[src/rtl/core/smro_pkg.sv]
// ============================================================================
// smro_pkg: shared definitions of the sliding mode rotor angle observer
// Formats, widths, register indexes, helper functions and the arctangent
// table that the core and its serial multiplier use.
// ============================================================================
package smro_pkg;

    localparam int SIGNAL_BITS  = 16;
    localparam int CORDIC_STEPS = 16;

    localparam int FIELD_W   = 16;
    localparam int GAIN_W    = 16;
    localparam int LIM_W     = 15;
    localparam int CFG_IDX_W = 3;
    localparam int CFG_W     = 16;
    localparam int IN_W      = 4 * FIELD_W;
    localparam int OUT_W     = 3 * FIELD_W;

    localparam int SIG_W     = SIGNAL_BITS;
    localparam int PROD_W    = SIG_W + GAIN_W + 2;
    localparam int WIDE_W    = PROD_W + 4;
    localparam int CNT_W     = $clog2(GAIN_W);
    localparam int CORD_W    = SIG_W + 11;
    localparam int ANG_W     = 34;
    localparam int STEP_W    = (CORDIC_STEPS > 1) ? $clog2(CORDIC_STEPS) : 1;
    localparam int TAB_IDX_W = 5;

    localparam int FRAC_BITS    = 12;
    localparam int ROUND_HALF   = 2 ** (FRAC_BITS - 1);
    localparam int PRE_SHIFT    = 8;
    localparam int QUARTER_TURN = 2 ** 30;
    localparam int ANG_ROUND    = 2 ** 15;

    localparam int LIM_RST  = 2048;
    localparam int GAIN_RST = 41;

    typedef logic signed [SIG_W-1:0]  t_sig;
    typedef logic signed [WIDE_W-1:0] t_wide;
    typedef logic [GAIN_W-1:0]        t_gain;

    typedef enum logic [CFG_IDX_W-1:0] {
        CFG_DECAY = 3'd0,
        CFG_INPUT = 3'd1,
        CFG_LIMIT = 3'd2,
        CFG_SLIDE = 3'd3,
        CFG_EMF   = 3'd4
    } t_cfg_idx;

    typedef struct packed {
        logic  start;
        t_gain gain;
        t_sig  opnd;
    } t_mul_req;

    typedef struct packed {
        logic                     done;
        logic signed [PROD_W-1:0] prod;
    } t_mul_rsp;

    function automatic t_sig f_sat(input t_wide v);
        t_wide v_max;
        t_wide v_min;
        v_max = t_wide'({1'b0, {(SIG_W-1){1'b1}}});
        v_min = ~v_max;
        if (v > v_max) begin
            return t_sig'(v_max);
        end else if (v < v_min) begin
            return t_sig'(v_min);
        end
        return t_sig'(v);
    endfunction

    function automatic t_wide f_rnd12(input t_wide v);
        return (v + t_wide'(ROUND_HALF)) >>> FRAC_BITS;
    endfunction

    // Arctangent of 2^-i with pi scaled to 2^31.
    function automatic logic [31:0] f_atan(input logic [TAB_IDX_W-1:0] i);
        logic [31:0] a;
        case (i)
            5'd0:    a = 32'h20000000;
            5'd1:    a = 32'h12E4051E;
            5'd2:    a = 32'h09FB385B;
            5'd3:    a = 32'h051111D4;
            5'd4:    a = 32'h028B0D43;
            5'd5:    a = 32'h0145D7E1;
            5'd6:    a = 32'h00A2F61E;
            5'd7:    a = 32'h00517C55;
            5'd8:    a = 32'h0028BE53;
            5'd9:    a = 32'h00145F2F;
            5'd10:   a = 32'h000A2F98;
            5'd11:   a = 32'h000517CC;
            5'd12:   a = 32'h00028BE6;
            5'd13:   a = 32'h000145F3;
            5'd14:   a = 32'h0000A2FA;
            5'd15:   a = 32'h0000517D;
            5'd16:   a = 32'h000028BE;
            5'd17:   a = 32'h0000145F;
            5'd18:   a = 32'h00000A30;
            5'd19:   a = 32'h00000518;
            5'd20:   a = 32'h0000028C;
            5'd21:   a = 32'h00000146;
            5'd22:   a = 32'h000000A3;
            5'd23:   a = 32'h00000051;
            default: a = 32'h00000000;
        endcase
        return a;
    endfunction

endpackage

[src/rtl/core/smro_serial_mul.sv]
// ============================================================================
// smro_serial_mul: bit-serial gain multiplier
// Multiplies an unsigned Q4.12 gain by a signed signal, one gain bit per
// cycle, shifting the finished low product bits out to the right.
// ============================================================================
module smro_serial_mul (
    input  logic               i_clk,
    input  logic               i_rst_n,
    input  smro_pkg::t_mul_req i_req,
    output smro_pkg::t_mul_rsp o_rsp
);
    import smro_pkg::*;

    logic                    r_busy;
    logic                    r_done;
    logic [CNT_W-1:0]        r_cnt;
    t_gain                   r_gain;
    t_sig                    r_opnd;
    logic signed [SIG_W+1:0] r_hi;
    logic [GAIN_W-1:0]       r_lo;
    logic signed [SIG_W+1:0] w_addend;
    logic signed [SIG_W+1:0] w_sum;

    assign w_addend = r_gain[0] ? (SIG_W+2)'(r_opnd) : '0;
    assign w_sum    = r_hi + w_addend;

    always_ff @(posedge i_clk) begin
        if (!i_rst_n) begin
            r_busy <= 1'b0;
            r_done <= 1'b0;
            r_cnt  <= '0;
        end else begin
            r_done <= 1'b0;
            if (i_req.start) begin
                r_busy <= 1'b1;
                r_cnt  <= '0;
            end else if (r_busy) begin
                r_cnt <= r_cnt + 1'b1;
                if (r_cnt == CNT_W'(GAIN_W - 1)) begin
                    r_busy <= 1'b0;
                    r_done <= 1'b1;
                end
            end
        end
    end

    always_ff @(posedge i_clk) begin
        if (i_req.start) begin
            r_gain <= i_req.gain;
            r_opnd <= i_req.opnd;
            r_hi   <= '0;
            r_lo   <= '0;
        end else if (r_busy) begin
            r_hi   <= w_sum >>> 1;
            r_lo   <= {w_sum[0], r_lo[GAIN_W-1:1]};
            r_gain <= r_gain >> 1;
        end
    end

    assign o_rsp.done = r_done;
    assign o_rsp.prod = {r_hi, r_lo};

endmodule

[src/rtl/core/sliding_mode_rotor_angle_observer_core.sv]
// ============================================================================
// sliding_mode_rotor_angle_observer_core: sliding mode rotor angle observer
// Per sample it updates the current model, the sliding correction and the
// back EMF of both axes, then finds the rotor angle with a vectoring CORDIC.
// ============================================================================
// One word in gives one word out. The single bit-serial multiplier forms
// eight gain products per word, with the glue states S_DIFF, S_ERR and
// S_FILT on each axis. The CORDIC then sets up and runs its micro-rotations
// one after another, and the result is then loaded into the output register.
// The input is ready again as soon as the result moves to the output
// register, so a new word is worked on while the last result waits to be
// taken; no new word is accepted before the last result has moved there.
module sliding_mode_rotor_angle_observer_core (
    input  logic                           i_clk,
    input  logic                           i_rst_n,
    input  logic                           i_s_axis_tvalid,
    output logic                           o_s_axis_tready,
    // volt_alpha, volt_beta, curr_alpha, curr_beta (16 bits each)
    input  logic [smro_pkg::IN_W-1:0]      i_s_axis_tdata,
    output logic                           o_m_axis_tvalid,
    input  logic                           i_m_axis_tready,
    // rotor_angle, emf_alpha, emf_beta (16 bits each)
    output logic [smro_pkg::OUT_W-1:0]     o_m_axis_tdata,
    input  logic                           i_cfg_valid,
    output logic                           o_cfg_ready,
    input  logic [smro_pkg::CFG_IDX_W-1:0] i_cfg_index,
    input  logic [smro_pkg::CFG_W-1:0]     i_cfg_data
);
    import smro_pkg::*;

    typedef enum logic [10:0] {
        S_IDLE  = 11'b000_0000_0001,
        S_DIFF  = 11'b000_0000_0010,
        S_MUL_F = 11'b000_0000_0100,
        S_MUL_G = 11'b000_0000_1000,
        S_ERR   = 11'b000_0001_0000,
        S_MUL_K = 11'b000_0010_0000,
        S_FILT  = 11'b000_0100_0000,
        S_MUL_E = 11'b000_1000_0000,
        S_CINIT = 11'b001_0000_0000,
        S_CORD  = 11'b010_0000_0000,
        S_DONE  = 11'b100_0000_0000
    } t_state;

    t_state                   r_state;
    t_state                   n_state;
    logic                     r_axis;
    t_sig                     r_volt [2];
    t_sig                     r_curr [2];
    t_sig                     r_est [2];
    t_sig                     r_slide [2];
    t_sig                     r_emf [2];
    t_sig                     r_d;
    logic signed [PROD_W-1:0] r_acc;
    t_gain                    r_decay;
    t_gain                    r_igain;
    logic [LIM_W-1:0]         r_lim;
    t_gain                    r_kslide;
    t_gain                    r_kemf;
    logic signed [CORD_W-1:0] r_x;
    logic signed [CORD_W-1:0] r_y;
    logic signed [ANG_W-1:0]  r_z;
    logic [STEP_W-1:0]        r_step;
    logic                     r_zero;
    logic                     r_ovalid;
    logic [OUT_W-1:0]         r_odata;

    t_mul_req                 w_req;
    t_mul_rsp                 w_rsp;
    t_sig                     w_d;
    t_sig                     w_est_new;
    t_sig                     w_err_raw;
    t_wide                    w_lim;
    t_sig                     w_err;
    t_sig                     w_slide_new;
    t_sig                     w_fdiff;
    t_sig                     w_emf_new;
    logic signed [CORD_W-1:0] w_cx0;
    logic signed [CORD_W-1:0] w_cy0;
    logic signed [CORD_W-1:0] w_dx;
    logic signed [CORD_W-1:0] w_dy;
    logic signed [ANG_W-1:0]  w_atan;
    logic signed [ANG_W-1:0]  w_ang_sum;
    logic                     w_accept;
    logic                     w_load;

    smro_serial_mul u_mul (
        .i_clk   (i_clk),
        .i_rst_n (i_rst_n),
        .i_req   (w_req),
        .o_rsp   (w_rsp)
    );

    assign w_accept = i_s_axis_tvalid && (r_state == S_IDLE);
    assign w_load   = (r_state == S_DONE) && (!r_ovalid || i_m_axis_tready);

    assign w_d = f_sat(t_wide'(r_volt[r_axis]) - t_wide'(r_emf[r_axis])
                       - t_wide'(r_slide[r_axis]));
    assign w_est_new   = f_sat(f_rnd12(t_wide'(r_acc) + t_wide'(w_rsp.prod)));
    assign w_err_raw   = f_sat(t_wide'(r_est[r_axis]) - t_wide'(r_curr[r_axis]));
    assign w_lim       = t_wide'({1'b0, r_lim});
    assign w_slide_new = f_sat(f_rnd12(t_wide'(w_rsp.prod) <<< 1));
    assign w_fdiff     = f_sat(t_wide'(r_slide[r_axis]) - t_wide'(r_emf[r_axis]));
    assign w_emf_new   = f_sat(t_wide'(r_emf[r_axis]) + f_rnd12(t_wide'(w_rsp.prod)));

    always_comb begin
        if (t_wide'(w_err_raw) >= w_lim) begin
            w_err = t_sig'(w_lim);
        end else if (t_wide'(w_err_raw) <= -w_lim) begin
            w_err = t_sig'(-w_lim);
        end else begin
            w_err = w_err_raw;
        end
    end

    always_comb begin
        w_req.start = 1'b0;
        w_req.gain  = r_decay;
        w_req.opnd  = r_est[r_axis];
        unique case (r_state)
            S_DIFF: begin
                w_req.start = 1'b1;
            end
            S_MUL_F: begin
                w_req.start = w_rsp.done;
                w_req.gain  = r_igain;
                w_req.opnd  = r_d;
            end
            S_ERR: begin
                w_req.start = 1'b1;
                w_req.gain  = r_kslide;
                w_req.opnd  = w_err;
            end
            S_FILT: begin
                w_req.start = 1'b1;
                w_req.gain  = r_kemf;
                w_req.opnd  = w_fdiff;
            end
            default: begin
            end
        endcase
    end

    assign w_cx0     = CORD_W'(r_emf[1]) <<< PRE_SHIFT;
    assign w_cy0     = -(CORD_W'(r_emf[0]) <<< PRE_SHIFT);
    assign w_dx      = r_y >>> r_step;
    assign w_dy      = r_x >>> r_step;
    assign w_atan    = ANG_W'(f_atan(TAB_IDX_W'(r_step)));
    assign w_ang_sum = r_z + ANG_W'(ANG_ROUND);

    always_comb begin
        n_state = r_state;
        unique case (r_state)
            S_IDLE:  if (i_s_axis_tvalid) n_state = S_DIFF;
            S_DIFF:  n_state = S_MUL_F;
            S_MUL_F: if (w_rsp.done) n_state = S_MUL_G;
            S_MUL_G: if (w_rsp.done) n_state = S_ERR;
            S_ERR:   n_state = S_MUL_K;
            S_MUL_K: if (w_rsp.done) n_state = S_FILT;
            S_FILT:  n_state = S_MUL_E;
            S_MUL_E: if (w_rsp.done) n_state = r_axis ? S_CINIT : S_DIFF;
            S_CINIT: n_state = S_CORD;
            S_CORD:  if (r_step == STEP_W'(CORDIC_STEPS - 1)) n_state = S_DONE;
            S_DONE:  if (w_load) n_state = S_IDLE;
            default: n_state = S_IDLE;
        endcase
    end

    always_ff @(posedge i_clk) begin
        if (!i_rst_n) begin
            r_state    <= S_IDLE;
            r_axis     <= 1'b0;
            r_est[0]   <= '0;
            r_est[1]   <= '0;
            r_slide[0] <= '0;
            r_slide[1] <= '0;
            r_emf[0]   <= '0;
            r_emf[1]   <= '0;
            r_decay    <= '0;
            r_igain    <= '0;
            r_lim      <= LIM_W'(LIM_RST);
            r_kslide   <= GAIN_W'(GAIN_RST);
            r_kemf     <= GAIN_W'(GAIN_RST);
            r_ovalid   <= 1'b0;
        end else begin
            r_state  <= n_state;
            r_ovalid <= w_load || (r_ovalid && !i_m_axis_tready);

            if (i_cfg_valid) begin
                case (t_cfg_idx'(i_cfg_index))
                    CFG_DECAY: r_decay  <= i_cfg_data;
                    CFG_INPUT: r_igain  <= i_cfg_data;
                    CFG_LIMIT: r_lim    <= i_cfg_data[LIM_W-1:0];
                    CFG_SLIDE: r_kslide <= i_cfg_data;
                    CFG_EMF:   r_kemf   <= i_cfg_data;
                    default: begin
                    end
                endcase
            end

            unique case (r_state)
                S_IDLE: begin
                    if (w_accept) begin
                        r_axis    <= 1'b0;
                        r_volt[0] <= f_sat(t_wide'(signed'(i_s_axis_tdata[15:0])));
                        r_volt[1] <= f_sat(t_wide'(signed'(i_s_axis_tdata[31:16])));
                        r_curr[0] <= f_sat(t_wide'(signed'(i_s_axis_tdata[47:32])));
                        r_curr[1] <= f_sat(t_wide'(signed'(i_s_axis_tdata[63:48])));
                    end
                end
                S_DIFF: begin
                    r_d <= w_d;
                end
                S_MUL_F: begin
                    if (w_rsp.done) r_acc <= w_rsp.prod;
                end
                S_MUL_G: begin
                    if (w_rsp.done) r_est[r_axis] <= w_est_new;
                end
                S_MUL_K: begin
                    if (w_rsp.done) r_slide[r_axis] <= w_slide_new;
                end
                S_MUL_E: begin
                    if (w_rsp.done) begin
                        r_emf[r_axis] <= w_emf_new;
                        r_axis        <= ~r_axis;
                    end
                end
                S_CINIT: begin
                    r_step <= '0;
                    r_zero <= (r_emf[0] == '0) && (r_emf[1] == '0);
                    if (w_cx0 < 0) begin
                        if (w_cy0 >= 0) begin
                            r_x <= w_cy0;
                            r_y <= -w_cx0;
                            r_z <= ANG_W'(QUARTER_TURN);
                        end else begin
                            r_x <= -w_cy0;
                            r_y <= w_cx0;
                            r_z <= -ANG_W'(QUARTER_TURN);
                        end
                    end else begin
                        r_x <= w_cx0;
                        r_y <= w_cy0;
                        r_z <= '0;
                    end
                end
                S_CORD: begin
                    r_step <= r_step + 1'b1;
                    if (r_y >= 0) begin
                        r_x <= r_x + w_dx;
                        r_y <= r_y - w_dy;
                        r_z <= r_z + w_atan;
                    end else begin
                        r_x <= r_x - w_dx;
                        r_y <= r_y + w_dy;
                        r_z <= r_z - w_atan;
                    end
                end
                S_DONE: begin
                    if (w_load) begin
                        r_odata <= {FIELD_W'(r_emf[1]), FIELD_W'(r_emf[0]),
                                    r_zero ? FIELD_W'(0) : w_ang_sum[31:16]};
                    end
                end
                S_ERR, S_FILT: begin
                end
                default: begin
                end
            endcase
        end
    end

    assign o_s_axis_tready = (r_state == S_IDLE);
    assign o_m_axis_tvalid = r_ovalid;
    assign o_m_axis_tdata  = r_odata;
    assign o_cfg_ready     = 1'b1;

endmodule

[config.mk]
export PLATFORM = sky130hd
export DESIGN_NAME = sliding_mode_rotor_angle_observer_core
export DESIGN_NICKNAME = d
export VERILOG_FILES = /design/src/rtl/core/smro_pkg.sv /design/src/rtl/core/smro_serial_mul.sv /design/src/rtl/core/sliding_mode_rotor_angle_observer_core.sv
export SDC_FILE = /design/constraint.sdc
export NUM_CORES = 2
export LEC_CHECK = 0
export CAP_MARGIN = 20
export CORE_MARGIN = 3
export CORE_UTILIZATION = 55
export CTS_CLUSTER_DIAMETER = 50
export CTS_CLUSTER_SIZE = 12
export DETAILED_ROUTE_END_ITERATION = 16
export DONT_BUFFER_PORTS = 1
export GPL_TIMING_DRIVEN = 1
export PLACE_DENSITY_LB_ADDON = 0.12
export RECOVER_POWER = 50
export SYNTH_ARGS = -nofsm -noshare
export SYNTH_HDL_FRONTEND = slang
export SYNTH_SLANG_ARGS = --single-unit
[constraint.sdc]
create_clock -name i_clk -period 8.7 [get_ports i_clk]
set_input_delay 1.74 -clock i_clk [delete_from_list [all_inputs] [get_ports i_clk]]
set_output_delay 1.74 -clock i_clk [all_outputs]
set_load 0.03 [all_outputs]
==> impl_results.md <==
- Instance count along the most critical hold path: 2
- # Post-CTS Setup Buffers: 0
- Final GP Congestion: 0.943
- Setup Skew: 0.0238 ns
- Clock tree from TritonCTS: yes
- Violations in the final reports: capacitance limit, slew limit
- Required time of the worst setup path: 9.05 ns
- Netlist area before placement: 39600 µm²
- Number of clock sinks seen by CTS: 542
- Headroom to the max-slew limit: -96.1%
- Worst R2R Setup Slack: 1.77 ns
- Smallest setup slack after layout: 1.77 ns
- Number of endpoints failing setup at the final stage: 0
- Post-synthesis instance total: 4306
- Half-perimeter wire length after placement: 76.8 mm
- Avg Inst Size Synth: 9.20 µm²
- Worst slack on hold paths: 0.461 ns
- Transition time of the tightest slew-check pin: 2.94 ns
- Highest attainable clock frequency: 0.144 GHz
- Area of all placed cells without fillers: 42300 µm²
- Utilization after layout: 59.9%
- Number of search-and-repair iterations in the first detailed-routing pass: 5
- Hold_sp: r_igain[13]
- Core area: 70600 µm²
- Initial antenna violation count: 1
- Type of origin of the critical path: flop
- Later-pin clock latency in the skew report: 0.62 ns
- Worst Setup End Kind: flop
- Routed via count divided by cell count: 6.03
- Final cell count without fillers: 5147
- Critical path fanouts, max: 42
- Unrepaired setup endpoints after global routing: false
- Total routing resource utilization after global routing: 27.0%
- Max-cap viol count: 8
- Residual DRC count: 0
- Quantity of I/O buffers inserted on ports: 0
- GR Overflow Total: 0
- Cell taking the most area after synthesis: edfxtp_1
- Ranking of synthesized cells by area: edfxtp_1 29%, ha_1 9.9%, dfxtp_1 8.2%
- Count of unique library cells instantiated by Yosys: 96
- Pin count of the biggest net entering global routing: 112
- Most used flip-flop cell after synthesis: edfxtp_1
- Clk slew on worst S/H paths: 0.06 ns
- Total instance count after detailed placement: 5018
- Kind of path behind the tightest hold check: reg2reg
- Cell at the root of the clock tree: clkbuf_16
- Io pins: 139
- Number of global-route vias before repair: 29548
- Hold-fix buffers at CTS: 0
- Async S/R FF share, synth: 0%
- Final cycle utilization of the critical path: 79.7%
- Number of synthesized flops with an enable pin: 380
- Arrival time reported for the critical path endpoint: 7.29 ns
- Number of nets still failing antenna checks after routing: 0
- Max IR drop VDD: 0.212 mV
- Synth Net Count: 4729
- Via count: 31053
- Reg-to-reg critical path endpoint: u_mul.r_opnd[2]
- Number of clock buffers inserted by TritonCTS: 71
- Setup tns final: 0 ns
- Most instantiated cells after synthesis: 504 x nand2_1, 415 x nor2_1, 380 x edfxtp_1
- Overall power: 8.11 mW
- Proportion of layout cells with a drive suffix above 1: 6.59%
- Worst setup slack before clock tree synthesis: 1.90 ns
- Row count: 97
- Min Clock Period, post-route: 6.93 ns
- Initial Util: 56.1%
- Number of cells traversed by the worst register-to-register path: 25
- Y dimension of the die: 274 µm
- 1st-iter DRT viols: 2811
- Type of the setup path with the least slack: reg2reg
- Hold violation count in the final report: 0
- Global-route wire length before repair: 161 mm
- PwrDens: 192 nW/µm²
- Layout Nets: 4574
- Area enclosed by the die boundary: 75300 µm²
- H-tree lvl count: 3
- Maximum clock path buffer count: 3
- Most common cell in the netlist: nand2_1
- Total length of routed wires: 103 mm
- Routed length per placed instance: 20.0 µm
- Synthesis warning total: 0
- Sequential cell area fraction in the yosys report: 37.0%
- Leakage power summed over all cells: 16.5 nW
- Placed cell areas: 40000 µm²
- Signed area change from the synthesized netlist to the final layout: 6.88%
- Hold Crit Endpoint: r_igain[13]
- Result of the run: complete, but fails checks
- Fin. max-slew vios: 306
- Width of the chip: 274 µm
- Cells resized by post-CTS repair: 0
- Area share of the leading cell type in the synthesized netlist: 28.8%
- Post-synthesis sequential element count: 542
cells in the final DEF, fill, tap and decap left out, drive strengths merged, types with 14 or more instances in the layout:
master / synthesis / final
a211oi: 33 / 33
a21boi: 91 / 91
a21o: 94 / 94
a21oi: 268 / 268
a221oi: 23 / 23
a22o: 17 / 17
a31oi: 41 / 41
and2: 39 / 39
and3: 30 / 30
buf: 44 / 31
clkbuf: 223 / 104
dfxtp: 162 / 162
edfxtp: 380 / 380
fa: 23 / 23
ha: 312 / 312
inv: 175 / 196
mux2: 46 / 46
mux2i: 106 / 106
mux4: 49 / 49
nand2: 504 / 504
nand2b: 45 / 45
nand3: 76 / 76
nand4: 35 / 35
nor2: 417 / 417
nor2b: 45 / 45
nor3: 93 / 93
nor3b: 20 / 20
nor4: 34 / 34
o211ai: 34 / 34
o21a: 54 / 54
o21ai: 215 / 215
o21bai: 23 / 23
o31ai: 27 / 27
or3: 30 / 30
or4: 14 / 14
xnor2: 208 / 208
xor2: 134 / 134
power breakdown:
group | internal [mW] | switching, mW | total, mW
logic | 0.840 | 1.26 | 2.10
registers | 2.91 | 0.200 | 3.11
clock network | 1.72 | 1.18 | 2.90
total | 5.48 | 2.64 | 8.11
metal layers:
metal	track usage, %	routed length [µm]
met5	0	0
met4	10.0	3870
met3	4.05	6140
met2	44.9	48200
met1	35.7	44600
how the worst max path moves through the flow:
stage / cells after the start / end
6_report: 25 / u_mul.r_opnd[2]
5_1_grt: 25 / u_mul.r_opnd[11]
4_1_cts: 24 / u_mul.r_opnd[2]
3_5_place_dp: 24 / u_mul.r_opnd[2]
3_3_place_gp: 25 / u_mul.r_opnd[2]
2_1_floorplan: 27 / u_mul.r_opnd[15]
state kept, by name, summed over array words and instances, names as in the netlist, 30 cells and up, named ones only:
signal          flops
r_z                32
w_atan             30
r_est              32
o_m_axis_tdata     48
r_volt             32
r_slide            32
r_emf              32
r_curr             32
r_acc              33
layout make-up:
| class | count | area (µm²) |
|---|---|---|
| antenna | 1 | 2.50 |
| clock buffer | 96 | 2020 |
| clock inverter | 32 | 313 |
| fill | 6251 | 28300 |
| inverter | 176 | 662 |
| multi-input combinational | 3321 | 23200 |
| sequential | 542 | 14700 |
| tap | 940 | 1180 |
| timing repair buffer | 39 | 263 |
cell families (layout without fill, tap and decap cells):
logic type      count (synthesis)  in the layout  share of synthesized area [%]
simple gates                 1423           1423                           16.5
compound gates               1018           1018                           16.6
flops                         542            542                           37.0
buf+inv                       443            343                           4.41
xor+xnor                      342            342                           7.56
fa+ha+maj                     336            336                           11.0
mux                           201            201                           6.80
other cells                     1              2                        0.00947
critical path: stages (launching register included):
cell,delay [ns]
dfxtp_4,0.78
mux2_2,0.46
ha_1,0.30
nor2b_1,0.15
o2111ai_1,0.22
a31oi_1,0.20
a221o_1,0.39
a31o_2,0.27
a21oi_1,0.17
o21ai_0,0.14
xnor2_1,0.17
nor2_1,0.57
o21ai_0,0.25
ha_1,0.38
nand2b_1,0.11
a21o_1,0.11
a21oi_1,0.07
o21ai_0,0.17
a31oi_1,0.10
o21ai_0,0.28
nand2b_1,0.39
nand2b_1,0.34
nor3_1,0.07
a21oi_1,0.13
o21ai_0,0.10
a221o_1,0.29
No activity file was read; power rests on OpenSTA's default activity.
